$ cat src/vif_pkg.sv
// shared types, constants and helpers of the vertical interpolation filter
package vif_pkg;

	localparam int MAX_WIDTH_DEF = 64;
	localparam int MAX_TAPS_DEF  = 8;
	localparam int SAMPLE_W      = 16;
	localparam int COEFF_W       = 8;
	localparam int PROD_W        = SAMPLE_W + COEFF_W;
	localparam int ACC_W         = 28;
	localparam int OUT_DEPTH     = 8;

	localparam logic [0:0]  TAP_MODE_RST     = 1'b0;
	localparam logic [31:0] COEFF_LOW_RST    = 32'h0000_4000;
	localparam logic [31:0] COEFF_HIGH_RST   = 32'h0000_0000;
	localparam logic [3:0]  ROUND_SHIFT_RST  = 4'd12;
	localparam logic [21:0] ROUND_OFFSET_RST = 22'd526336;
	localparam logic [6:0]  LINE_WIDTH_RST   = 7'd64;

	typedef enum logic [2:0] {
		REG_TAP_MODE     = 3'd0,
		REG_COEFF_LOW    = 3'd1,
		REG_COEFF_HIGH   = 3'd2,
		REG_ROUND_SHIFT  = 3'd3,
		REG_ROUND_OFFSET = 3'd4,
		REG_LINE_WIDTH   = 3'd5
	} vif_reg_t;

	typedef struct packed {
		logic rd;
		logic wr;
	} vif_cell_ctl_t;

	typedef struct packed {
		logic       row_end;
		logic [5:0] column;
		logic [7:0] pixel;
	} vif_res_t;

	function automatic logic signed [COEFF_W-1:0] coeff_byte(
		input logic [63:0] words,
		input logic [2:0]  idx
	);
		logic signed [COEFF_W-1:0] b;
		b = words[{idx, 3'b000} +: COEFF_W];
		return b;
	endfunction

endpackage

$ cat src/vif_cell.sv
// one line cell: a row of the line store, its shift to the next row and one tap product
module vif_cell #(
	parameter int MAX_WIDTH = vif_pkg::MAX_WIDTH_DEF
) (
	input  logic                                   clk,
	input  vif_pkg::vif_cell_ctl_t                 ctl,
	input  logic [$clog2(MAX_WIDTH)-1:0]           rd_addr,
	input  logic [$clog2(MAX_WIDTH)-1:0]           wr_addr,
	input  logic signed [vif_pkg::SAMPLE_W-1:0]    wr_data,
	input  logic signed [vif_pkg::COEFF_W-1:0]     coeff,
	input  logic                                   tap_used,
	output logic signed [vif_pkg::SAMPLE_W-1:0]    rd_data,
	output logic signed [vif_pkg::PROD_W-1:0]      prod_s2
);
	import vif_pkg::*;

	logic signed [SAMPLE_W-1:0] line_mem [MAX_WIDTH];
	logic signed [SAMPLE_W-1:0] rd_q;
	logic signed [PROD_W-1:0]   mul;

	// write-through when the same column is read right behind its write
	always_ff @(posedge clk) begin
		if (ctl.wr) begin
			line_mem[wr_addr] <= wr_data;
		end
		if (ctl.rd) begin
			rd_q <= (ctl.wr && (wr_addr == rd_addr)) ? wr_data : line_mem[rd_addr];
		end
	end

	assign mul = coeff * rd_q;

	always_ff @(posedge clk) begin
		prod_s2 <= tap_used ? mul : '0;
	end

	assign rd_data = rd_q;

endmodule

$ cat config.mk
export PLATFORM = sky130hd
export DESIGN_NAME = vif_cell
export DESIGN_NICKNAME = d
export VERILOG_FILES = /design/src/vif_pkg.sv /design/src/vif_cell.sv
export SDC_FILE = /design/constraint.sdc
export NUM_CORES = 1
export LEC_CHECK = 0
export BUFFER_PORTS_ARGS = -buffer_cell sky130_fd_sc_hd__buf_4
export CORE_MARGIN = 4
export CORE_UTILIZATION = 40
export DETAILED_ROUTE_END_ITERATION = 12
export GPL_TIMING_DRIVEN = 0
export HOLD_SLACK_MARGIN = 0.15
export PLACE_DENSITY = 0.56
export SLEW_MARGIN = 10
export SYNTH_ARGS = -nofsm -noshare
export SYNTH_HDL_FRONTEND = slang
export SYNTH_SLANG_ARGS = --single-unit
$ cat constraint.sdc
create_clock -name clk -period 4.24 [get_ports clk]
set_input_delay 0.212 -clock clk [delete_from_list [all_inputs] [get_ports clk]]
set_output_delay 0.212 -clock clk [all_outputs]
set_load 0.005 [all_outputs]
# [Yosys cells after proc, flatten, opt, wreduce, memory -nomap -nowiden]
# Memory sizes are Yosys's and may differ from the RTL's. A register that Yosys moved wholly into a read port is not among the register bits.
# Index checks and enable logic that the tools add are counted.
[totals] wordCells=5 regBits=24 n_memories=1 mem_bits_rw=1024 in_bits=40
[classes] muxes=2 n_mul=1
[mem_list] name="line_mem" depth=64 word_bits=16 read_ports=1 rd_clocked_by_memory_dff=1 write_ports=1 line_no="vif_cell.sv:17" text="logic signed [SAMPLE_W-1:0] line_mem [MAX_WIDTH];"
[ops] cell="8-bit by 16-bit multiplier with 24-bit output" n=1
[ops] cell="1-bit 2-to-1 mux" n=2

# [Depth between registers and ports, before layout]
[depth] ltp_word=2 depth_mapped=20 mapped_depth_nobuf=19

# [Worst setup path after synthesis]
# Ideal clock, no wire load.
[synth_timing] path_type="input to register" from="input coeff[7] (netlist bit)" to="register prod_s2[21] (netlist bit)" setup_slack_ns=-0.183 setup_time_ns=0.123 stages=17 arrival_ns=4.301 cell_sequence="inv_1 > buf_1 > fa_1 > fa_1 > inv_1 > fa_1 > inv_1 > fa_1 > inv_1 > ha_1 > a21o_1 > nand2_1 > a31o_2 > o21a_1 > o32ai_1 > a31oi_1 > mux2i_1"
[synth_via] elab_chain_len=1
[synth_rtl] element="from (decl)" line_no="vif_cell.sv:10" text="input logic signed [vif_pkg::COEFF_W-1:0] coeff,"
[synth_rtl] element="8-bit by 16-bit multiplier with 24-bit output" line_no="vif_cell.sv:31" text="assign mul = coeff * rd_q;"
[synth_rtl] element="to (signal assigned)" line_no="vif_cell.sv:34" text="prod_s2 <= tap_used ? mul : '0;"
[synth_rtl] element="to (decl)" line_no="vif_cell.sv:13" text="output logic signed [vif_pkg::PROD_W-1:0] prod_s2"
# Every way passes these cells.
# A chain may end at the register's enable or synchronous reset.

# [Final worst setup path]
[layout_timing] from="register rd_q[5] (netlist: rd_data[5]) (read register of line_mem)" to="register prod_s2[21] (netlist bit)"
[layout_via] elab_chain_len=1
[layout_rtl] element="from (decl)" line_no="vif_cell.sv:18" text="logic signed [SAMPLE_W-1:0] rd_q;"
[layout_rtl] element="8-bit by 16-bit multiplier with 24-bit output" line_no="vif_cell.sv:31"
# Every way passes these cells.

==> results.md <==
- Minimum clock period: approximately 4.5 ns
- Mapped Nets: 2499
- Worst-Skew Late Latency: just under 0.7 ns
- Critical Path End Type: register
- Worst Setup Slack, final: -0.258 ns
- Library cells used by synthesis: 59
- Inserted Clock Buffers: 109
- Mux cell area share after synthesis: 15.4%
- DPL Wire Length: 77.9 mm
- Synth Instances: between 2000 and 2500
- Io pins: 80
- Top Layer Used: met5
- Commonest non-fill, non-tap cell in the layout: edfxtp_1
- Post-synthesis compound-gate area fraction: between 1.5 and 2%
- Worst-Margin Slew: between 1 and 1.5 ns
- Clock Skews: 0.0241 ns
- Crit path DAT: 5.05 ns
- Max cap viols: 0
- Via density: 5.44
- Initial antenna violation count: 6
- CTS max path bufs: 3
- Status: complete, but fails checks
- CORE AREA: 112000 um2
- H-Tree Depth: 3
- Most frequent cells in the layout: edfxtp_1 (1040), mux4_2 (273), inv_1 (122)
- Layout Utilization: 47.2%
- Largest family of logic cells by synthesized area: multiplexers
- Chip width: 344 um
- WL met1: around 50 mm
- Max Slew Vio Count: 0
- Crit path required time: 4.79 ns
- Synth Area in Adders: between 5 and 6%
- Clock-pin slew on the worst setup and hold paths: 0.06 ns
- CP Class: register to register
- Routability congestion estimate: 0.888
- Worst Path Max Fanout: 8
- Detail Route Antenna Nets: 0
- Share of synthesized flip-flops with an asynchronous set or reset: 0%
- XOR/XNOR Fraction of Synth Area: 0.465%
- Mapped Area: 45200 um2
- Ys flop type: edfxtp_1
- Row count: 123
- Hold Path Class: input port to register
- Yosys reg bits: about 1100
- Remaining Overflow, GRT: 0
- CTS Sinks: 1064
- Cell Pwr Density: 517 nW/um2
- Hold Vio Cnt, Final: 0
- Slew Limit Headroom: 28.0%
- Layout area overhead: 17.5%
- DIE HEIGHT: 344 um
- Peak supply drop: about 360 uV
- Simple-Gate Fraction of Synth Area: under 10%
- Sequential cell area fraction in the yosys report: 70.2%
- Max Fclk: 222 MHz
- Post-place instance area: 48800 um2
- Initial DRC count: 2253
- Gr usage total: 19.8%
- Met2 routed WL: 56.8 mm
- Final instance area: 53100 um2
- Fin nets: 2811
- Share of layout cells above drive strength 1: around 30%
- Final setup viols: 11
- Initial Util: 40.2%
- CTS tree: yes
- Synth warnings: 0
- WL met3: between 6 and 7 mm
- Synth Area per Inst: 19.6 um2
- LEAKAGE: 17.8 nW
- CTS root buf: clkbuf_16
- Drt total wl: ~120 mm
- Remaining DRCs: 0
- Vias in the first global route: around 24000
- First-pass GRT wire length: around 170 mm
- Crit share post-route: 106%
- Buffers on Ports: 73
- Drt pass-1 iters: 5
- Die area: 118000 um2
- Largest net degree at the start of global routing: 66
- RSZ-0062 raised after global routing: true
- Failing checks: negative setup slack
- Crit path launch type: register
- Total number of vias: around 23000
- DR WL/cell: 27.5 um
- EDFF count, synth: between 1000 and 1500
-- registers in the layout, summed over array words and instances (netlist names) --
signal    count
rd_data      16
line_mem   1024
prod_s2      24
-- where the power goes --
| part | switching [W] | internal [W] | total (W) |
|---|---|---|---|
| registers | 0.0000622 | 0.0117 | 0.0118 |
| clock network | 0.00397 | 0.00532 | 0.00928 |
| logic | 0.00342 | 0.00290 | 0.00632 |
-- kinds of logic after synthesis --
group                      count (synthesis)
and+or+nand+nor                          356
DFF                                     1064
xor gates and xnor gates                  24
buffers and inverters                    239
adders and majority gates                148
AOI/OAI and AO/OA                        126
muxes                                    354
-- worst max-delay path: stages, from the launching register on --
cell and delay [ns]:
edfxtp_1 0.56, nand2_1 0.12, fa_1 0.48, fa_1 0.57
inv_2 0.05, fa_1 0.50, inv_2 0.04, fa_1 0.50
inv_2 0.05, ha_4 0.27, nand4b_1 0.16, a31o_4 0.30
o21a_4 0.22, o32ai_4 0.25, a31oi_1 0.15, mux2i_1 0.14
-- what timing repair did --
item                                   4_1_cts  5_1_grt
resized for setup                           43       29
buffers inserted                            41        8
pin swaps                                   27       14
hold buffers                                17        0
endpoints found under the hold margin      656        0
setup endpoints to repair                   12       12
-- cell type report --
type | count | area (um2)
antenna | 7 | 17.5
clock buffer | 140 | 2940
timing repair buffer | 201 | 2030
multi-input combinational | 1008 | 12900
clock inverter | 59 | 537
inverter | 131 | 492
tap | 1500 | 1880
buffer | 108 | 569
fill | 9387 | 59300
sequential | 1064 | 31700
-- per-layer routing --
metal,vias up,GRT usage [%]
met5,-,0
met4,2,4.97
met3,175,3.32
met2,685,32.7
met1,12347,27.6
li1,9749,-
-- cell usage after synthesis (all sizes together), types with 24 or more instances --
| library cell | number | area, um2 |
|---|---|---|
| nor2 | 106 | 398 |
| mux2i | 79 | 791 |
| nor3 | 31 | 155 |
| inv | 131 | 492 |
| and2 | 104 | 651 |
| buf | 64 | 402 |
| fa | 103 | 2060 |
| mux4 | 273 | 6150 |
| dfxtp | 24 | 480 |
| edfxtp | 1040 | 31200 |
| ha | 45 | 563 |
| o21ai | 38 | 190 |
| clkbuf | 44 | 165 |
| nand2 | 64 | 240 |
-- per-stage QoR --
stage,TNS (ns),hold slack [ns],cells,setup slack [ns],total power (W)
after floorplan,0,0.311,2311,0.00177,0.0157
after global placement,-6.64,0.568,3884,-0.745,0.0171
after detailed placement,-7.92,0.569,3946,-0.878,0.0173
after CTS,-1.56,0.164,4203,-0.277,0.0272
after global routing,-3.33,0.150,4211,-0.388,0.0287
final,-1.86,0.165,4218,-0.258,0.0274
-- path summary, 6_finish.rpt --
path	endpoint	depth (start not counted)	start	slack (ns)
worst max-delay path	prod_s2[21]	15	rd_data[5]	-0.26
worst min-delay path	line_mem[60][5]	1	wr_data[5]	0.17
worst max register to register	prod_s2[21]	15	rd_data[5]	-0.26
worst min register to register	prod_s2[0]	2	rd_data[0]	0.78
No activity file was read; power rests on OpenSTA's default activity.
