File: src/vif_pkg.sv
// shared types, constants and helpers of the vertical interpolation filter
package vif_pkg;

	localparam int MAX_WIDTH_DEF = 64;
	localparam int MAX_TAPS_DEF  = 8;
	localparam int SAMPLE_W      = 16;
	localparam int COEFF_W       = 8;
	localparam int PROD_W        = SAMPLE_W + COEFF_W;
	localparam int ACC_W         = 28;
	localparam int OUT_DEPTH     = 8;

	localparam logic [0:0]  TAP_MODE_RST     = 1'b0;
	localparam logic [31:0] COEFF_LOW_RST    = 32'h0000_4000;
	localparam logic [31:0] COEFF_HIGH_RST   = 32'h0000_0000;
	localparam logic [3:0]  ROUND_SHIFT_RST  = 4'd12;
	localparam logic [21:0] ROUND_OFFSET_RST = 22'd526336;
	localparam logic [6:0]  LINE_WIDTH_RST   = 7'd64;

	typedef enum logic [2:0] {
		REG_TAP_MODE     = 3'd0,
		REG_COEFF_LOW    = 3'd1,
		REG_COEFF_HIGH   = 3'd2,
		REG_ROUND_SHIFT  = 3'd3,
		REG_ROUND_OFFSET = 3'd4,
		REG_LINE_WIDTH   = 3'd5
	} vif_reg_t;

	typedef struct packed {
		logic rd;
		logic wr;
	} vif_cell_ctl_t;

	typedef struct packed {
		logic       row_end;
		logic [5:0] column;
		logic [7:0] pixel;
	} vif_res_t;

	function automatic logic signed [COEFF_W-1:0] coeff_byte(
		input logic [63:0] words,
		input logic [2:0]  idx
	);
		logic signed [COEFF_W-1:0] b;
		b = words[{idx, 3'b000} +: COEFF_W];
		return b;
	endfunction

endpackage

File: src/vif_out_fifo.sv
// small result queue between the filter pipeline and the output stream
module vif_out_fifo #(
	parameter int DEPTH = vif_pkg::OUT_DEPTH
) (
	input  logic                         clk,
	input  logic                         arst_n,
	input  logic                         push,
	input  vif_pkg::vif_res_t            push_data,
	input  logic                         pop,
	output vif_pkg::vif_res_t            head,
	output logic                         not_empty,
	output logic [$clog2(DEPTH+1)-1:0]   count
);
	import vif_pkg::*;

	localparam int PW = (DEPTH > 1) ? $clog2(DEPTH) : 1;
	localparam int CW = $clog2(DEPTH + 1);

	vif_res_t        slot_q [DEPTH];
	logic [PW-1:0]   wr_ptr_q;
	logic [PW-1:0]   rd_ptr_q;
	logic [CW-1:0]   count_q;
	logic            do_pop;

	assign do_pop = pop && (count_q != '0);

	always_ff @(posedge clk) begin
		if (push) begin
			slot_q[wr_ptr_q] <= push_data;
		end
	end

	always_ff @(posedge clk or negedge arst_n) begin
		if (!arst_n) begin
			wr_ptr_q <= '0;
			rd_ptr_q <= '0;
			count_q  <= '0;
		end else begin
			if (push) begin
				wr_ptr_q <= (wr_ptr_q == PW'(DEPTH - 1)) ? '0 : wr_ptr_q + PW'(1);
			end
			if (do_pop) begin
				rd_ptr_q <= (rd_ptr_q == PW'(DEPTH - 1)) ? '0 : rd_ptr_q + PW'(1);
			end
			if (push && !do_pop) begin
				count_q <= count_q + CW'(1);
			end else if (!push && do_pop) begin
				count_q <= count_q - CW'(1);
			end
		end
	end

	assign head      = slot_q[rd_ptr_q];
	assign not_empty = (count_q != '0);
	assign count     = count_q;

endmodule
File: config.mk
export PLATFORM = sky130hd
export DESIGN_NAME = vif_out_fifo
export DESIGN_NICKNAME = d
export VERILOG_FILES = /design/src/vif_pkg.sv /design/src/vif_out_fifo.sv
export SDC_FILE = /design/constraint.sdc
export NUM_CORES = 1
export LEC_CHECK = 0
export ABC_CLOCK_PERIOD_IN_PS = 3000
export BUFFER_PORTS_ARGS = -buffer_cell sky130_fd_sc_hd__clkbuf_2
export CAP_MARGIN = 30
export CORE_ASPECT_RATIO = 0.6
export CORE_UTILIZATION = 50
export CTS_CLUSTER_DIAMETER = 50
export DETAILED_ROUTE_END_ITERATION = 6
export PLACE_DENSITY = 0.68
export SLEW_MARGIN = 20
export SYNTH_ARGS = -nofsm -noshare
export SYNTH_HDL_FRONTEND = slang
export SYNTH_SLANG_ARGS = --single-unit
File: constraint.sdc
create_clock -name clk -period 3 [get_ports clk]
set_input_delay 0.3 -clock clk [delete_from_list [all_inputs] [get_ports clk]]
set_output_delay 0.3 -clock clk [all_outputs]
set_load 0.05 [all_outputs]
Word level (Yosys, flattened, before mapping)
Memory sizes are Yosys's and may differ from the RTL's. Index checks and enable logic that the tools add are counted.

Register bits: 10. Bits in writable memories: 120. Input bits: 19. Output and inout bits: 20. Word-level logic and storage cells: 23. Memories kept: 1.

Memory list: slot_q (depth 8, bits a word 15, read ports 1, clocked after Yosys merged registers in 0, write ports 1, RTL line vif_out_fifo.sv:19) `vif_res_t slot_q [DEPTH];`.

Add/subtract/negate cells: 4. Eq/ne operators: 2. Multiplexer cells: 6. Reductions and logical operators: 7.

Operators by type and width (count): 2-to-1 mux 4 bit (2); adder 3 x 1 -> 3 bit, second input constant (2); == test 3 bit, second input constant (2); 2-to-1 mux 3 bit (2); adder 4 x 1 -> 4 bit, second input constant (1); nonzero test 4 bit (1); subtractor 4 x 1 -> 4 bit, second input constant (1); logical AND 1 bit (3); logical NOT 1 bit (2); 2-to-1 mux 1 bit (2); nonzero test 2 bit (1).

Depth between registers and ports, before layout
Gate-level depths: netlist (run 1).

Word-level depth: 5. Mapped depth: 7. Gate-level depth less buffers: 7.

Worst setup path after synthesis (run 1)
Ideal clock, no wire load.

Kind: register to register. Start point: register count_q[0] (netlist: count[0]). End point: register count_q[3] (netlist: count[3]). Setup time: 0.131 ns. Arrival time: 2.534 ns. Required time: 2.869 ns. Slack: 0.335 ns. Stages on the path, launching flop included: 8. Path buffers: 0. Period minus slack after synthesis: 2.665 ns. Cell sequence: dfrtp_1 o41ai_4 ha_1 inv_1 ha_1 or4_1 o211ai_1 o211ai_1.

Word-level cells in the longest chain between the ends: 5. Elaborated cells between the ends (all ways): 10. Classes of those cells: 2 x add/sub; 2 x mux; 6 x reduce/logical.

Ends and longest elaborated chain: from (decl) (RTL line vif_out_fifo.sv:22) `logic [CW-1:0] count_q;`; from (signal assigned) (RTL line vif_out_fifo.sv:46) `count_q <= count_q + CW'(1);`; from (signal assigned) (RTL line vif_out_fifo.sv:48) `count_q <= count_q - CW'(1);`; parallel branches: the longest is 5 deep, another holds subtractor 4 x 1 -> 4 bit.

Several ways; the timed one is not identified. The select of a mux whose other input is x is not followed. A chain may end at the register's enable or synchronous reset.

==> out/qor.yml, run 1 <==
placed_design:
  gp_congestion: 0.803
  place_inst: 414
  dpl.hpwl_um: 5500
  port_buffers: 38
logic_synthesis:
  ys_top_cells_by_area: "edfxtp_1 68%, mux4_1 12%, dfrtp_1 4.8%, mux2_2 4.1%, mux4_2 2.6%"
  yosysMostFrequentCell: "edfxtp_1"
  yosys.cell_types.count: 27
  synth_area_mm2: 0.00526
  synth_edf_count: 120
  ys_ff_latch: 130
  netlist_instances: 239
  syn_avg_cell_area_um2: 22.0
  post-synth-top-area-cell: "edfxtp_1"
  async_flop_share_pct: 7.69
  ys_warn_count: 0
  yosysTopAreaCellShare_pct: 68.5
  ys_top_cells_by_count: "120 x edfxtp_1, 24 x mux4_1, 19 x mux2_2"
  synth_flop_cell: "edfxtp_1"
  ys_seq_area_share_pct: 73.2
  synth_fp_nets: 266
worst_setup_path:
  critPathCaptureType: "primary output"
  critical_path_class: "flop to primary output"
  crit_fanout: 17
  cp_slowest_stage_delay_ns: 0.60
  cp_cell_sequence: "buf_4 > mux4_1 > mux2_2 > clkbuf_2"
  critPathArrivalTime_ns: 2.46
  crit_path_top_delay_cell: "mux4_1"
  worstSetupStartpointType: "flop"
  cp.required_ns: 2.70
power_and_ir_drop:
  cell_internal_pwr_mw: 4.45
  p_leak_nw: 2.22
  pwr-share-clk_pct: 29.0
  total_power_mw: 6.79
  max-vdd-ir-drop_v: 0.000584
  p_per_area_mw_per_mm2: 1090
  power_frac_seq_pct: 37.0
  power_frac_comb_pct: 34.0
  p_switching_mw: 2.34
  swShare_pct: 34.5
grt:
  top_usage_layer: "met2"
  grt_pass1_wl_um: 14400
  use_met2_pct: 30.6
  grt_pass1_vias: 2556
  overflow: 0
  use_met1_pct: 25.6
  antenna_found_initial: 0
  global_route.usage.met3_pct: 6.73
  grt_max_degree: 22
  track_usage_pct: 19.5
clock_network:
  clock_insertion_delay_worst_skew_ns: 0.41
  clk_pin_slew_ns: 0.05
  cts.root.buffer_cell: "clkbuf_16"
  htreeDepth: 4
  numClockSinks: 130
  cts_tree: "built"
  ctsResizeCount: 0
  cts_buffers: 17
  max-clock-path-buffers: 2
  post_cts_buffers: 0
die:
  core.rowCount: 28
  die_h_um: 81.5
  core_mm2: 0.0101
  io_pins: 39
  start_util_pct: 52.4
  dieArea_mm2: 0.0110
  die_w_um: 134
final_layout:
  drive_above_1_share_pct: 33.0
  n_antenna_cell: 0
  num-nets-final: 326
  area_growth_pct: 18.4
  post-route-util_pct: 62.0
  final_cells: 447
sta:
  post-route-period-util_pct: 92.0
  worst_slew_pin_slew_ns: 0.884
  max_slew_margin_pct: 41.0
  holdWs_ns: 0.164
  finalCriticalPeriod_ns: 2.76
  setup_violations: 0
  rsz0062_at_grt: "no"
  fmax_ghz: 0.362
  fin_worst_skew_ns: 0.00565
  hold_viol: 0
  setup_tns_ns: 0
  maxSlewViolCount: 0
route:
  viasPerCell: 5.55
  wl_per_cell_um: 21.0
  ant_nets: 0
  vias: 2483
  wirelength_um: 9380
  drtIter0Drc: 122
  route.detailed.drc: 0
  first_pass_iters: 4
run:
  maxCapViolations: 0
status:
  status: "finished, final reports clean"
min_path:
  hold_path.class: "input pin to flop"
-- power by group through the flow --
stage               Sequential, mW  Clock (mW)  Combinational [mW]
floorplan                     2.54           0                1.81
global placement              2.53           0                2.30
detailed placement            2.55           0                2.32
CTS                           2.52        2.00                2.34
global route                  2.55        2.07                2.47
finish                        2.51        1.97                2.31
-- stage by stage --
| stage | worst slack, ns | cell area (um^2) |
|---|---|---|
| finish | 0.240 | 6230 |
| global route | 0.112 | 6230 |
| CTS | 0.190 | 6230 |
| detailed placement | 0.373 | 5660 |
| global placement | 0.428 | 5660 |
| floorplan | 0.335 | 5260 |
-- kinds of logic after synthesis --
logic type | synth area share, %
compound gates | 1.64
flops | 73.2
mux | 18.8
buf+inv | 1.43
fa+ha+maj | 2.04
xor+xnor | 0.333
simple gates | 2.54
-- cell usage in the layout (no fill, tap or decap), types with 2 or more instances in the layout --
cell	count
nor3_1	2
o211ai_1	2
or4_1	2
nand3_1	2
nand2_1	6
ha_1	7
mux4_2	6
edfxtp_1	120
inv_1	2
clkbuf_1	6
mux2_2	19
dfrtp_1	10
nand2b_1	3
nand3b_1	2
mux4_1	24
a21oi_1	2
buf_4	12
clkinv_2	3
bufinv_16	2
nor2_1	7
clkbuf_2	38
clkbuf_8	3
clkbuf_16	17
xnor2_1	2
o21ai_0	3
nor3_2	2
-- final cells by class --
type	count	area (um^2)
Sequential cell	130	3850
Fill cell	686	3820
Multi-Input combinational cell	97	1350
Clock buffer	26	489
Timing Repair Buffer	51	290
Tap cell	135	169
Clock inverter	6	78.8
Inverter	2	7.51
-- per-layer routing --
| layer | vias to the layer above | wire [um] |
|---|---|---|
| li1 | 1137 | - |
| met2 | 63 | 4390 |
| met3 | 8 | 496 |
| met5 | - | 0 |
| met1 | 1275 | 4380 |
| met4 | 0 | 108 |
-- state kept, by name, summed over array words and instances, names as in the netlist --
name,flops
count,4
wr_ptr_q,3
slot_q,120
rd_ptr_q,3
-- critical path, delay by kind of cell, from the launching register on --
| kind | cells | cell delay, ns |
|---|---|---|
| flops | 1 | 0.56 |
| buf+inv | 2 | 0.60 |
| mux | 2 | 0.89 |
-- path summary, 6_finish.rpt --
path                         startpoint      endpoint  slack (ns)  depth (start not counted)
max                         rd_ptr_q[0]       head[5]        0.24                          4
min                        push_data[9]  slot_q[4][9]        0.16                          1
max reg2reg                    count[0]      count[3]        0.38                          7
min reg2reg                 wr_ptr_q[2]   wr_ptr_q[2]        0.56                          1
max in group asynchronous        arst_n      count[1]        2.49                          2
min in group asynchronous        arst_n   wr_ptr_q[2]        0.29                          2
-- timing repair --
item | in CTS | in global routing
hold endpoints to repair | 10 | 0
hold buffers | 1 | 0
endpoints found under the setup margin | 0 | 0
Note: power is estimated with default switching activity, not from simulation.
==> run 2: changes to the inputs <==
--- a/config.mk
+++ b/config.mk
@@ -6,13 +6,13 @@
 export NUM_CORES = 1
 export LEC_CHECK = 0
 export ABC_CLOCK_PERIOD_IN_PS = 3000
-export BUFFER_PORTS_ARGS = -buffer_cell sky130_fd_sc_hd__clkbuf_2
 export CAP_MARGIN = 30
 export CORE_ASPECT_RATIO = 0.6
 export CORE_UTILIZATION = 50
 export CTS_CLUSTER_DIAMETER = 50
 export DETAILED_ROUTE_END_ITERATION = 6
-export PLACE_DENSITY = 0.68
+export DONT_BUFFER_PORTS = 1
+export RECOVER_POWER = 50
 export SLEW_MARGIN = 20
 export SYNTH_ARGS = -nofsm -noshare
 export SYNTH_HDL_FRONTEND = slang
==> out/qor.yml, run 2 (synthesized netlist as in run 1, its figures left out) <==
worst_setup_path:
  reg2reg_slack_ns: 0.56  # +0.18 ns
  crit_path_top_delay_cell: "mux4_1"
  critical_path_buf_inv_count: 1  # -1
  worstReg2RegEnd: "count[3]"
  cp_slowest_stage_delay_ns: 0.64  # +0.04 ns
  startpoint: "rd_ptr_q[0]"
  worstSetupStartpointType: "flop"
  critPathCaptureType: "primary output"
  cp_cell_sequence: "buf_4 > mux4_1 > mux2_2"
  crit_cells: 3  # -1
  critPathArrivalTime_ns: 2.27  # -0.19 ns
  reg2reg_depth: 7  # unchanged
  setup.worst_path.end: "head[11]"
  timing.rr.start: "count[0]"
  cp.required_ns: 2.70  # about the same
  crit_family: "multiplexers"
  crit_fanout: 33  # +16
  critical_path_class: "flop to primary output"
die:
  core.rowCount: 28  # unchanged
  core_mm2: 0.0101  # unchanged
  dieArea_mm2: 0.0110  # unchanged
  start_util_pct: 52.4  # unchanged
  io_pins: 39  # unchanged
  die_w_um: 134  # unchanged
  die_h_um: 81.5  # unchanged
clock_network:
  clk_pin_slew_ns: 0.06  # about the same
  clock_insertion_delay_worst_skew_ns: 0.40  # about the same
  cts_tree: "built"
  cts_buffers: 17  # unchanged
  max-clock-path-buffers: 2  # unchanged
  htreeDepth: 4  # unchanged
  cts.root.buffer_cell: "clkbuf_16"
  post_cts_buffers: 0  # unchanged
  numClockSinks: 130  # unchanged
sta:
  post-route-period-util_pct: 85.8  # -6.2 points
  hold_viol: 0  # unchanged
  fin_worst_skew_ns: 0.00333  # -0.00232 ns
  fin_ws_ns: 0.426  # +0.186 ns
  fmax_ghz: 0.389  # +7.2%
  setup_tns_ns: 0  # unchanged
  rsz0062_at_grt: "no"
  worst_slew_pin_slew_ns: 1.23  # +0.342 ns
  maxSlewViolCount: 0  # unchanged
  max_slew_margin_pct: 18.2  # -23 points
  setup_violations: 0  # unchanged
  finalCriticalPeriod_ns: 2.57  # -0.186 ns
power_and_ir_drop:
  p_per_area_mw_per_mm2: 1120  # +2.6%
  total_power_mw: 7.08  # +4.3%
  p_leak_nw: 2.18  # -2.0%
  max-vdd-ir-drop_v: 0.000567  # -2.9%
placed_design:
  place_ws_ns: 0.605  # +0.232 ns
  port_buffers: 0  # -100%
  gp_congestion: 0.826  # +2.8%
  dpl.hpwl_um: 5320  # -3.2%
grt:
  overflow: 0  # unchanged
  antenna_found_initial: 0  # unchanged
  track_usage_pct: 19.4  # -0.063 points
  grt_max_degree: 34  # +55%
  grt_pass1_vias: 2547  # -0.35%
  grt_pass1_wl_um: 14600  # +1.9%
route:
  route.detailed.drc: 0  # unchanged
  drtIter0Drc: 186  # +52%
  viasPerCell: 5.71  # +2.8%
  wl_per_cell_um: 21.9  # +4.6%
  ant_nets: 0  # unchanged
  first_pass_iters: 4  # unchanged
  vias: 2450  # -1.3%
  wirelength_um: 9420  # +0.43%
final_layout:
  n_antenna_cell: 0  # unchanged
  layout_commonest_cell: "edfxtp_1"
  area_growth_pct: 20.3
  drive_above_1_share_pct: 24.1  # -8.9 points
  layout_common_cells: "120 x edfxtp_1, 24 x mux4_1, 19 x mux2_2"
  largest_reg_flops: 120  # unchanged
  post-route-util_pct: 63.0  # +1.0 points
  top_register: "slot_q"
  num-nets-final: 308  # -5.5%
min_path:
  hold_path.class: "input pin to flop"
run:
  maxCapViolations: 0  # unchanged
status:
  status: "finished, final reports clean"
[run 2: power breakdown]
| part | switching (mW) | total [mW] | internal (mW) | leakage [nW] |
|---|---|---|---|---|
| combinational | 1.52 | 2.30 | 0.783 | 0.645 |
| sequential | 0.131 | 2.43 | 2.30 | 1.21 |
| clock | 0.782 | 2.35 | 1.57 | 0.321 |
[run 2: routing by layer]
layer / track usage [%] / part of all wire [%] / vias to the layer above / routed length, um
met5: 0 / 0 / - / 0
met4: 7.75 / 0.98 / 0 / 92
met3: 5.99 / 5.2 / 9 / 493
met2: 29.4 / 45 / 62 / 4260
met1: 26.9 / 49 / 1278 / 4570
li1: - / - / 1101 / -
[run 2: final cells by class]
class                   instances  area [um^2]
fillers                       694         3720
clock buffers                  17          425
clock inverters                15          255
multi-input cells              97         1340
repair buffers                 33          283
inverters                       2         7.51
well taps                     135          169
flip-flops and latches        130         3850
[run 2: how the worst min path moves through the flow]
stage / start / to / slack (ns) / cells past startpoint
2_1_floorplan: arst_n / count[0] / 0.004 / 0
3_3_place_gp: arst_n / rd_ptr_q[0] / 0.005 / 0
3_5_place_dp: arst_n / rd_ptr_q[0] / 0.005 / 0
4_1_cts: push / wr_ptr_q[2] / 0.04 / 1
5_1_grt: push / wr_ptr_q[2] / 0.03 / 1
6_report: push / wr_ptr_q[2] / 0.06 / 1
[run 2: per-stage QoR]
step                area (um^2)  std cells  hold WS, ns
floorplan                  5260        239      0.00441
detailed placement         5490        379      0.00463
finish                     6330        429       0.0553
CTS                        6340        428       0.0389
global route               6330        429       0.0337
global placement           5490        379      0.00460
[run 2: repair_timing]
| action | in CTS | in global routing |
|---|---|---|
| resized for setup | 0 | 0 |
| hold buffers | 17 | 0 |
| hold endpoints to repair | 131 | 0 |
